## src/design/ple_pkg.sv

```systemverilog
// Package with the operation codes and shared constants of the positional list engine.
package ple_pkg;
   typedef enum logic [1:0] {
      KIND_INSERT = 2'd0,
      KIND_DELETE = 2'd1,
      KIND_SORT   = 2'd2,
      KIND_READ   = 2'd3
   } kind_type;

   localparam int unsigned DATA_W = 32;
   localparam int unsigned POS_W  = 7;
endpackage

```

## src/design/ple_ram.sv

```systemverilog
// Generic single-port-write, single-port-read RAM with a registered read.
module ple_ram #(
   parameter int unsigned WIDTH = 32,
   parameter int unsigned DEPTH = 64
) (
   input  logic                     clock,
   input  logic                     wr_en,
   input  logic [$clog2(DEPTH)-1:0] wr_addr,
   input  logic [WIDTH-1:0]         wr_data,
   input  logic [$clog2(DEPTH)-1:0] rd_addr,
   output logic [WIDTH-1:0]         rd_data
);
   logic [WIDTH-1:0] mem [DEPTH];

   // Write port and registered read port.
   always_ff @(posedge clock) begin
      if (wr_en) begin
         mem[wr_addr] <= wr_data;
      end
      rd_data <= mem[rd_addr];
   end
endmodule

```

## src/design/positional_list_engine_unit.sv

```systemverilog
// Insert shifts entries up by one, then writes the value; delete reads the entry after the
// victim, then the victim, and shifts later ones down; a bad position, full store, short
// sort or empty read-out answers at once. Sort swaps out-of-order pairs. Read-out delivers
// each element once the output is free. One item at a time, set by the RAM's single read
// port and registered read; a new item is taken as the last result transfers. Reset
// (synchronous, active high) clears the length and the control; the RAM holds junk.
module positional_list_engine_unit
   import ple_pkg::*;
#(
   parameter int unsigned CAPACITY = 64
) (
   input  logic                     clock,
   input  logic                     reset,
   input  logic                     req_valid,
   output logic                     req_ready,
   input  logic [1:0]               req_kind,
   input  logic [POS_W-1:0]         req_position,
   input  logic signed [DATA_W-1:0] req_value,
   output logic                     rsp_valid,
   input  logic                     rsp_ready,
   output logic                     rsp_ok,
   output logic signed [DATA_W-1:0] rsp_item_value,
   output logic [POS_W-1:0]         rsp_length,
   output logic                     rsp_empty_res,
   output logic                     rsp_last
);
   localparam int unsigned AW = (CAPACITY > 1) ? $clog2(CAPACITY) : 1;
   localparam logic [POS_W-1:0] CAP = POS_W'(CAPACITY);

   typedef enum logic [8:0] {
      ST_IDLE  = 9'b000000001,
      ST_RD    = 9'b000000010,
      ST_WR    = 9'b000000100,
      ST_SRDI  = 9'b000001000,
      ST_SRDJ  = 9'b000010000,
      ST_SCMP  = 9'b000100000,
      ST_SWAP  = 9'b001000000,
      ST_OUT   = 9'b010000000,
      ST_ORD   = 9'b100000000
   } state_type;

   state_type          state_ff, state_in;
   kind_type           kind_ff, kind_in;
   logic [POS_W-1:0]   count_ff, count_in;
   logic [POS_W-1:0]   idx_ff, idx_in;
   logic [POS_W-1:0]   jdx_ff, jdx_in;
   logic [POS_W-1:0]   stop_ff, stop_in;
   logic [DATA_W-1:0]  hold_ff, hold_in;
   logic [DATA_W-1:0]  ival_ff, ival_in;
   logic               rv_ff, rv_in;
   logic               rok_ff, rok_in;
   logic [DATA_W-1:0]  rval_ff, rval_in;
   logic               rlast_ff, rlast_in;
   logic               wr_en;
   logic [AW-1:0]      wr_addr, rd_addr;
   logic [DATA_W-1:0]  wr_data, rd_data;
   logic               take, out_free;

   ple_ram #(.WIDTH(DATA_W), .DEPTH(CAPACITY)) u_ram (
      .clock  (clock),
      .wr_en  (wr_en),
      .wr_addr(wr_addr),
      .wr_data(wr_data),
      .rd_addr(rd_addr),
      .rd_data(rd_data)
   );

   assign out_free  = !rv_ff || rsp_ready;
   assign req_ready = (state_ff == ST_IDLE) && out_free;
   assign take      = req_valid && req_ready;

   // Sequencer: shifts, sort exchanges and read-out walk the RAM one entry at a time.
   always_comb begin
      state_in = state_ff;
      kind_in  = kind_ff;
      count_in = count_ff;
      idx_in   = idx_ff;
      jdx_in   = jdx_ff;
      stop_in  = stop_ff;
      hold_in  = hold_ff;
      ival_in  = ival_ff;
      rv_in    = rv_ff && !rsp_ready;
      rok_in   = rok_ff;
      rval_in  = rval_ff;
      rlast_in = rlast_ff;
      wr_en    = 1'b0;
      wr_addr  = idx_ff[AW-1:0];
      wr_data  = hold_ff;
      rd_addr  = idx_ff[AW-1:0];
      unique case (state_ff)
         ST_IDLE: begin
            if (take) begin
               kind_in = kind_type'(req_kind);
               ival_in = req_value;
               unique case (kind_type'(req_kind))
                  KIND_INSERT: begin
                     if (req_position == '0 || req_position > count_ff + 7'd1 ||
                         count_ff >= CAP) begin
                        rv_in = 1'b1; rok_in = 1'b0; rval_in = '0; rlast_in = 1'b1;
                     end else begin
                        // Walk from the tail down, moving each entry up by one.
                        idx_in   = count_ff;
                        stop_in  = req_position - 7'd1;
                        state_in = ST_RD;
                     end
                  end
                  KIND_DELETE: begin
                     if (req_position == '0 || req_position > count_ff) begin
                        rv_in = 1'b1; rok_in = 1'b0; rval_in = '0; rlast_in = 1'b1;
                     end else begin
                        // Read the entry after the victim, then the victim, then move later entries down.
                        idx_in   = req_position - 7'd1;
                        state_in = ST_RD;
                     end
                  end
                  KIND_SORT: begin
                     if (count_ff < 7'd2) begin
                        rv_in = 1'b1; rok_in = 1'b1; rval_in = '0; rlast_in = 1'b1;
                     end else begin
                        idx_in   = '0;
                        jdx_in   = 7'd1;
                        state_in = ST_SRDI;
                     end
                  end
                  KIND_READ: begin
                     if (count_ff == '0) begin
                        rv_in = 1'b1; rok_in = 1'b0; rval_in = '0; rlast_in = 1'b1;
                     end else begin
                        idx_in   = '0;
                        state_in = ST_ORD;
                     end
                  end
                  default: ;
               endcase
            end
         end
         ST_RD: begin
            if (kind_ff == KIND_INSERT) begin
               if (idx_ff == stop_ff) begin
                  // Slot is free now: place the new value.
                  wr_en    = 1'b1;
                  wr_data  = ival_ff;
                  count_in = count_ff + 7'd1;
                  rv_in = 1'b1; rok_in = 1'b1; rval_in = '0; rlast_in = 1'b1;
                  stop_in  = '0;
                  state_in = ST_IDLE;
               end else begin
                  rd_addr  = AW'(idx_ff - 7'd1);
                  state_in = ST_WR;
               end
            end else begin
               rd_addr  = idx_ff[AW-1:0];
               if (idx_ff + 7'd1 < count_ff) begin
                  rd_addr = AW'(idx_ff + 7'd1);
               end
               state_in = ST_WR;
            end
         end
         ST_WR: begin
            if (kind_ff == KIND_INSERT) begin
               wr_en    = 1'b1;
               wr_data  = rd_data;
               idx_in   = idx_ff - 7'd1;
               state_in = ST_RD;
            end else if (stop_ff == '0 && idx_ff != 7'h7F) begin
               // First pass of a delete: rd_data is the entry after the victim.
               // The victim itself is read separately below.
               hold_in  = rd_data;
               rd_addr  = idx_ff[AW-1:0];
               stop_in  = 7'd1;
               state_in = ST_WR;
               idx_in   = idx_ff;
               jdx_in   = 7'h7F;
            end else begin
               if (jdx_ff == 7'h7F) begin
                  // Victim value available.
                  rval_in = rd_data;
                  jdx_in  = '0;
               end
               if (idx_ff + 7'd1 < count_ff) begin
                  wr_en    = 1'b1;
                  wr_data  = hold_ff;
                  idx_in   = idx_ff + 7'd1;
                  rd_addr  = AW'(idx_ff + 7'd2);
                  state_in = ST_SCMP;
               end else begin
                  count_in = count_ff - 7'd1;
                  rv_in = 1'b1; rok_in = 1'b1; rlast_in = 1'b1;
                  stop_in  = '0;
                  state_in = ST_IDLE;
               end
            end
         end
         ST_SRDI: begin
            rd_addr  = idx_ff[AW-1:0];
            state_in = ST_SRDJ;
         end
         ST_SRDJ: begin
            hold_in  = rd_data;
            rd_addr  = jdx_ff[AW-1:0];
            state_in = ST_SCMP;
         end
         ST_SCMP: begin
            if (kind_ff == KIND_DELETE) begin
               // Delete shift: rd_data is the entry just after slot idx, and it moves down into slot idx.
               hold_in  = rd_data;
               if (idx_ff + 7'd1 < count_ff) begin
                  wr_en    = 1'b1;
                  wr_addr  = idx_ff[AW-1:0];
                  wr_data  = rd_data;
                  idx_in   = idx_ff + 7'd1;
                  rd_addr  = AW'(idx_ff + 7'd2);
                  state_in = ST_SCMP;
               end else begin
                  count_in = count_ff - 7'd1;
                  rv_in = 1'b1; rok_in = 1'b1; rlast_in = 1'b1;
                  stop_in  = '0;
                  state_in = ST_IDLE;
               end
            end else if ($signed(hold_ff) > $signed(rd_data)) begin
               // Slot i holds the larger: exchange.
               wr_en    = 1'b1;
               wr_addr  = idx_ff[AW-1:0];
               wr_data  = rd_data;
               ival_in  = hold_ff;
               hold_in  = rd_data;
               state_in = ST_SWAP;
            end else begin
               state_in = ST_OUT;
            end
         end
         ST_SWAP: begin
            wr_en    = 1'b1;
            wr_addr  = jdx_ff[AW-1:0];
            wr_data  = ival_ff;
            state_in = ST_OUT;
         end
         ST_OUT: begin
            // Advance the pair (i, j); slot i stays in hold_ff.
            if (jdx_ff + 7'd1 < count_ff) begin
               jdx_in   = jdx_ff + 7'd1;
               rd_addr  = AW'(jdx_ff + 7'd1);
               state_in = ST_SCMP;
            end else if (idx_ff + 7'd2 < count_ff) begin
               idx_in   = idx_ff + 7'd1;
               jdx_in   = idx_ff + 7'd2;
               state_in = ST_SRDI;
            end else begin
               rv_in = 1'b1; rok_in = 1'b1; rval_in = '0; rlast_in = 1'b1;
               state_in = ST_IDLE;
            end
         end
         ST_ORD: begin
            // Read-out: issue a read, then deliver its data once the output is free.
            if (out_free) begin
               if (stop_ff == '0) begin
                  rd_addr = idx_ff[AW-1:0];
                  stop_in = 7'd1;
               end else begin
                  rv_in    = 1'b1;
                  rok_in   = 1'b1;
                  rval_in  = rd_data;
                  rlast_in = (idx_ff + 7'd1 == count_ff);
                  stop_in  = '0;
                  idx_in   = idx_ff + 7'd1;
                  if (idx_ff + 7'd1 == count_ff) begin
                     state_in = ST_IDLE;
                  end
               end
            end
         end
         default: state_in = ST_IDLE;
      endcase
   end

   // Control registers.
   always_ff @(posedge clock) begin
      if (reset) begin
         state_ff <= ST_IDLE;
         count_ff <= '0;
         rv_ff    <= 1'b0;
         stop_ff  <= '0;
      end else begin
         state_ff <= state_in;
         count_ff <= count_in;
         rv_ff    <= rv_in;
         stop_ff  <= stop_in;
      end
   end

   // Payload registers.
   always_ff @(posedge clock) begin
      kind_ff  <= kind_in;
      idx_ff   <= idx_in;
      jdx_ff   <= jdx_in;
      hold_ff  <= hold_in;
      ival_ff  <= ival_in;
      rok_ff   <= rok_in;
      rval_ff  <= rval_in;
      rlast_ff <= rlast_in;
   end

   assign rsp_valid      = rv_ff;
   assign rsp_ok         = rok_ff;
   assign rsp_item_value = rval_ff;
   assign rsp_length     = count_ff;
   assign rsp_empty_res  = (count_ff == '0);
   assign rsp_last       = rlast_ff;

`ifndef SYNTHESIS
   a_len_cap: assert property (@(posedge clock) disable iff (reset) count_ff <= CAP)
      else $error("length above capacity");
   a_len_step: assert property (@(posedge clock) disable iff (reset)
      (count_ff == $past(count_ff) || count_ff == $past(count_ff) + 7'd1 ||
       count_ff + 7'd1 == $past(count_ff)))
      else $error("length moved by more than one");
   a_no_take_busy: assert property (@(posedge clock) disable iff (reset)
      (state_ff != ST_IDLE) |-> !req_ready)
      else $error("request taken while busy");
`endif
endmodule
```

## config.mk

```make
export PLATFORM = sky130hd
export DESIGN_NAME = positional_list_engine_unit
export DESIGN_NICKNAME = d
export VERILOG_FILES = /design/src/design/ple_pkg.sv /design/src/design/ple_ram.sv /design/src/design/positional_list_engine_unit.sv
export SDC_FILE = /design/constraint.sdc
export NUM_CORES = 2
export LEC_CHECK = 0
export BUFFER_PORTS_ARGS = -buffer_cell sky130_fd_sc_hd__buf_2
export CORE_ASPECT_RATIO = 1.5
export CORE_MARGIN = 2
export CORE_UTILIZATION = 60
export CTS_CLUSTER_DIAMETER = 150
export DETAILED_ROUTE_END_ITERATION = 7
export PLACE_DENSITY = 0.76
export SYNTH_ARGS = -nofsm -noshare
export SYNTH_HDL_FRONTEND = slang
export SYNTH_HIERARCHICAL = 1
export SYNTH_SLANG_ARGS = --single-unit
```

## constraint.sdc

```tcl
create_clock -name clock -period 11.1 [get_ports clock]
set_input_delay 2.22 -clock clock [delete_from_list [all_inputs] [get_ports clock]]
set_output_delay 2.22 -clock clock [all_outputs]
set_load 0.01 [all_outputs]
```

==> out/results.ini <==
[outcome]
outcome = finished with violations
violations = capacitance limit, slew limit

[sta]
finalMaxSlewViolations = 4
setup_viol = 0
tightest_slew_ns = 1.637
clock-skew-final_ns = 0.04268
timing.setup.tns_ns = 0
rsz0062_at_grt = false
maxSlewHeadroom_pct = -9.996
fmax_ghz = 0.1228
fin_crit_sh_pct = 73.35
hold_violations = 0
final.min_clock_period_ns = 8.142

[route]
avgViaCountPerCell = 7.049
wl_met3_um = 25700
wirelength_um = 246900
drt-met1-wl_um = 78910
ant_nets = 0
drc = 0
top_layer = met5
met2_wirelength_um = 122000
wire_per_inst_um = 35.22
dr.pass1.iters = 8
drt-initial-drc-count = 6807
vias = 49411

[synth]
synth.avg_cell_area_um2 = 18.84
synth_top_area_share_pct = 72.42
synth-edff-count = 2162
netlist_area_um2 = 89640
synth-warning-count = 6
yosysSeqAreaShare_pct = 73.67
synthDistinctLibCells = 85
ys.flop_type = edfxtp_1
synth_cells = 4759
async_flop_share_pct = 0
yosysTopAreaCell = edfxtp_1
synth_seq_cells = 2218
synthesis.nets = 4880
synthTopCellsByArea = edfxtp_1 (72%), mux4_2 (11%), mux2i_1 (2.2%)

[clocking]
path_clk_slew_ns = 0.07
numCtsBuffers = 187
h-tree-depth = 4
holdBufCountCts = 0
post-cts-setup-buffer-count = 0
cts_tree = done
cts-resized-gates = 0
cts.path.max_buffers = 3
clock_sinks = 2218
clock_latency_ns = 0.85
cts-root-buf = clkbuf_16

[power]
peakVddDrop_v = 0.0001863
leakage_nw = 31.94
cellPowerDensity_nw_per_um2 = 210.6

[setup_path]
crit_path_end_kind = flip-flop
critPathKind = flip-flop to flip-flop
cp_slowest_cell = a211oi_1
crit_start = idx_ff[0]
cp_max_fo = 55
ff2ff_setup_slack_ns = 2.96
r2r-start = idx_ff[0]
worstPathCellList = ha_1 -> nand3_1 -> nor2_1 -> xor2_1 -> ha_1 -> a21o_1 -> nor3_1 -> a21oi_1 -> buf_4 -> nor2_1 -> a22oi_1 -> o21ai_0 -> o21ai_0 -> nand3_4 -> buf_4 -> buf_4 -> nor2b_1 -> a211oi_1 -> o21ai_0 -> and3_1
arrival_ns = 8.85
crit_path_max_incr_delay_ns = 1.15
required_ns = 11.80
cp-start-kind = flip-flop

[floorplan]
rows = 173
die_w_um = 319.6
die_area_um2 = 152600
io_pins = 89
start_util_pct = 60.46
die_y_um = 477.4
core_area_um2 = 148300

[layout]
syn_to_final_growth_pct = 11.16
drive_above_1_share_pct = 22.33
utilization_pct = 67.21
final_cells = 7010
fin_nets = 5041

[placed_design]
gp_congestion = 0.9484
dp.cells = 6654
dp_hpwl_um = 141300
port_buffers = 88

[global_routing]
overflow = 0
grt_usage_pct = 32.72
grt_max_degree = 87
grt_antenna_before_repair = 14
grt_pass1_wl_um = 352600
grt_pass1_vias = 49901

[worst_hold_path]
hp-start = stop_ff[4]
hp-class = flip-flop to flip-flop

[job]
maxCapViolCount = 2

-- stage by stage --
stage	area [µm²]	power (W)	worst slack (ns)	hold WS, ns
after CTS	99610	0.02096	3.295	0.5022
after detailed placement	93350	0.01436	3.376	0.4934
after floorplan	89640	0.01274	4.401	0.4707
final	99650	0.02099	2.958	0.4972
after global placement	93350	0.01431	3.350	0.4900
after global routing	99640	0.02153	2.648	0.5163
-- sequential cells by signal, summed over array words and instances (netlist names) --
| signal | flops |
|---|---|
| ival_ff | 32 |
| rsp_ok | 1 |
| rsp_length | 7 |
| rsp_last | 1 |
| u_ram/rd_data | 32 |
| u_ram/mem | 2048 |
| jdx_ff | 7 |
| rsp_valid | 1 |
| rsp_item_value | 32 |
| state_ff | 9 |
| idx_ff | 7 |
| kind_ff | 2 |
| stop_ff | 7 |
| hold_ff | 32 |
-- cell usage after synthesis (all sizes together) (6+ instances only) --
| cell type | n |
|---|---|
| a211o | 11 |
| a211oi | 30 |
| a21boi | 13 |
| a21o | 8 |
| a21oi | 165 |
| a221o | 24 |
| a221oi | 16 |
| a22o | 14 |
| a22oi | 132 |
| a2bb2oi | 32 |
| a311o | 12 |
| a311oi | 6 |
| a31oi | 38 |
| and2 | 10 |
| and3 | 14 |
| and4 | 7 |
| buf | 149 |
| clkbuf | 131 |
| dfxtp | 56 |
| edfxtp | 2162 |
| ha | 76 |
| inv | 56 |
| mux2i | 193 |
| mux4 | 446 |
| nand2 | 241 |
| nand2b | 12 |
| nand3 | 87 |
| nand3b | 8 |
| nand4 | 22 |
| nor2 | 156 |
| nor2b | 23 |
| nor3 | 36 |
| nor4 | 15 |
| o211ai | 20 |
| o21a | 8 |
| o21ai | 134 |
| o221ai | 16 |
| o22a | 13 |
| o22ai | 44 |
| o2bb2ai | 6 |
| or2 | 16 |
| or3 | 8 |
| xnor2 | 36 |
| xor2 | 8 |
-- cell usage in the layout, fill, tap and decap left out, drive strengths merged, types with 30 or more instances in the layout --
master   count
edfxtp    2162
mux4       446
buf        252
nand2      241
clkbuf     232
mux2i      193
a21oi      165
nor2       156
o21ai      134
a22oi      132
nand3       87
clkinv      80
ha          76
inv         64
dfxtp       56
o22ai       44
a31oi       38
xnor2       36
nor3        36
a2bb2oi     32
a211oi      30
-- worst max-delay path: cells and delay by family, from the launching register on --
family          cells  cell delay [ns]
compound gates      7             2.93
xor+xnor            1             0.20
fa+ha+maj           2             0.67
buf+inv             3             1.65
flops               1             0.72
simple gates        7             1.66
-- power by group --
| part | internal, W | switching, W |
|---|---|---|
| registers | 0.00940 | 0.000249 |
| clock network | 0.00367 | 0.00301 |
| logic | 0.00173 | 0.00293 |
| total | 0.0148 | 0.00619 |
-- logic make-up after synthesis --
kind of cell	count (synthesis)	synth area share, %
xor gates and xnor gates	44	0.4299
muxes	643	13.41
and+or+nand+nor	672	3.554
buffers and inverters	337	2.031
AOI/OAI and AO/OA	769	5.840
adders and majority gates	76	1.061
DFF	2218	73.67
-- routing by layer --
layer	vias to the layer above	GRT usage [%]
met2	3504	53.93
met5	-	0
met3	746	6.016
met1	25261	39.49
met4	8	22.41
li1	19892	-
-- area by class of cell --
cell class                 count  area [µm²]
sequential                  2218       66040
fill                        9074       48620
multi-input combinational   2204       22930
clock buffer                 232        4951
tap                         1925        2409
timing repair buffer         252        1779
clock inverter               115        1303
inverter                      57       214.0
antenna                        7       17.52
-- worst paths after layout --
kind,depth (start not counted),end
setup / recovery,20,u_ram/rd_data[19]
hold / removal,1,stop_ff[4]
setup reg to reg,20,u_ram/rd_data[19]
hold reg to reg,1,stop_ff[4]
Note: power is estimated with default switching activity, not from simulation.
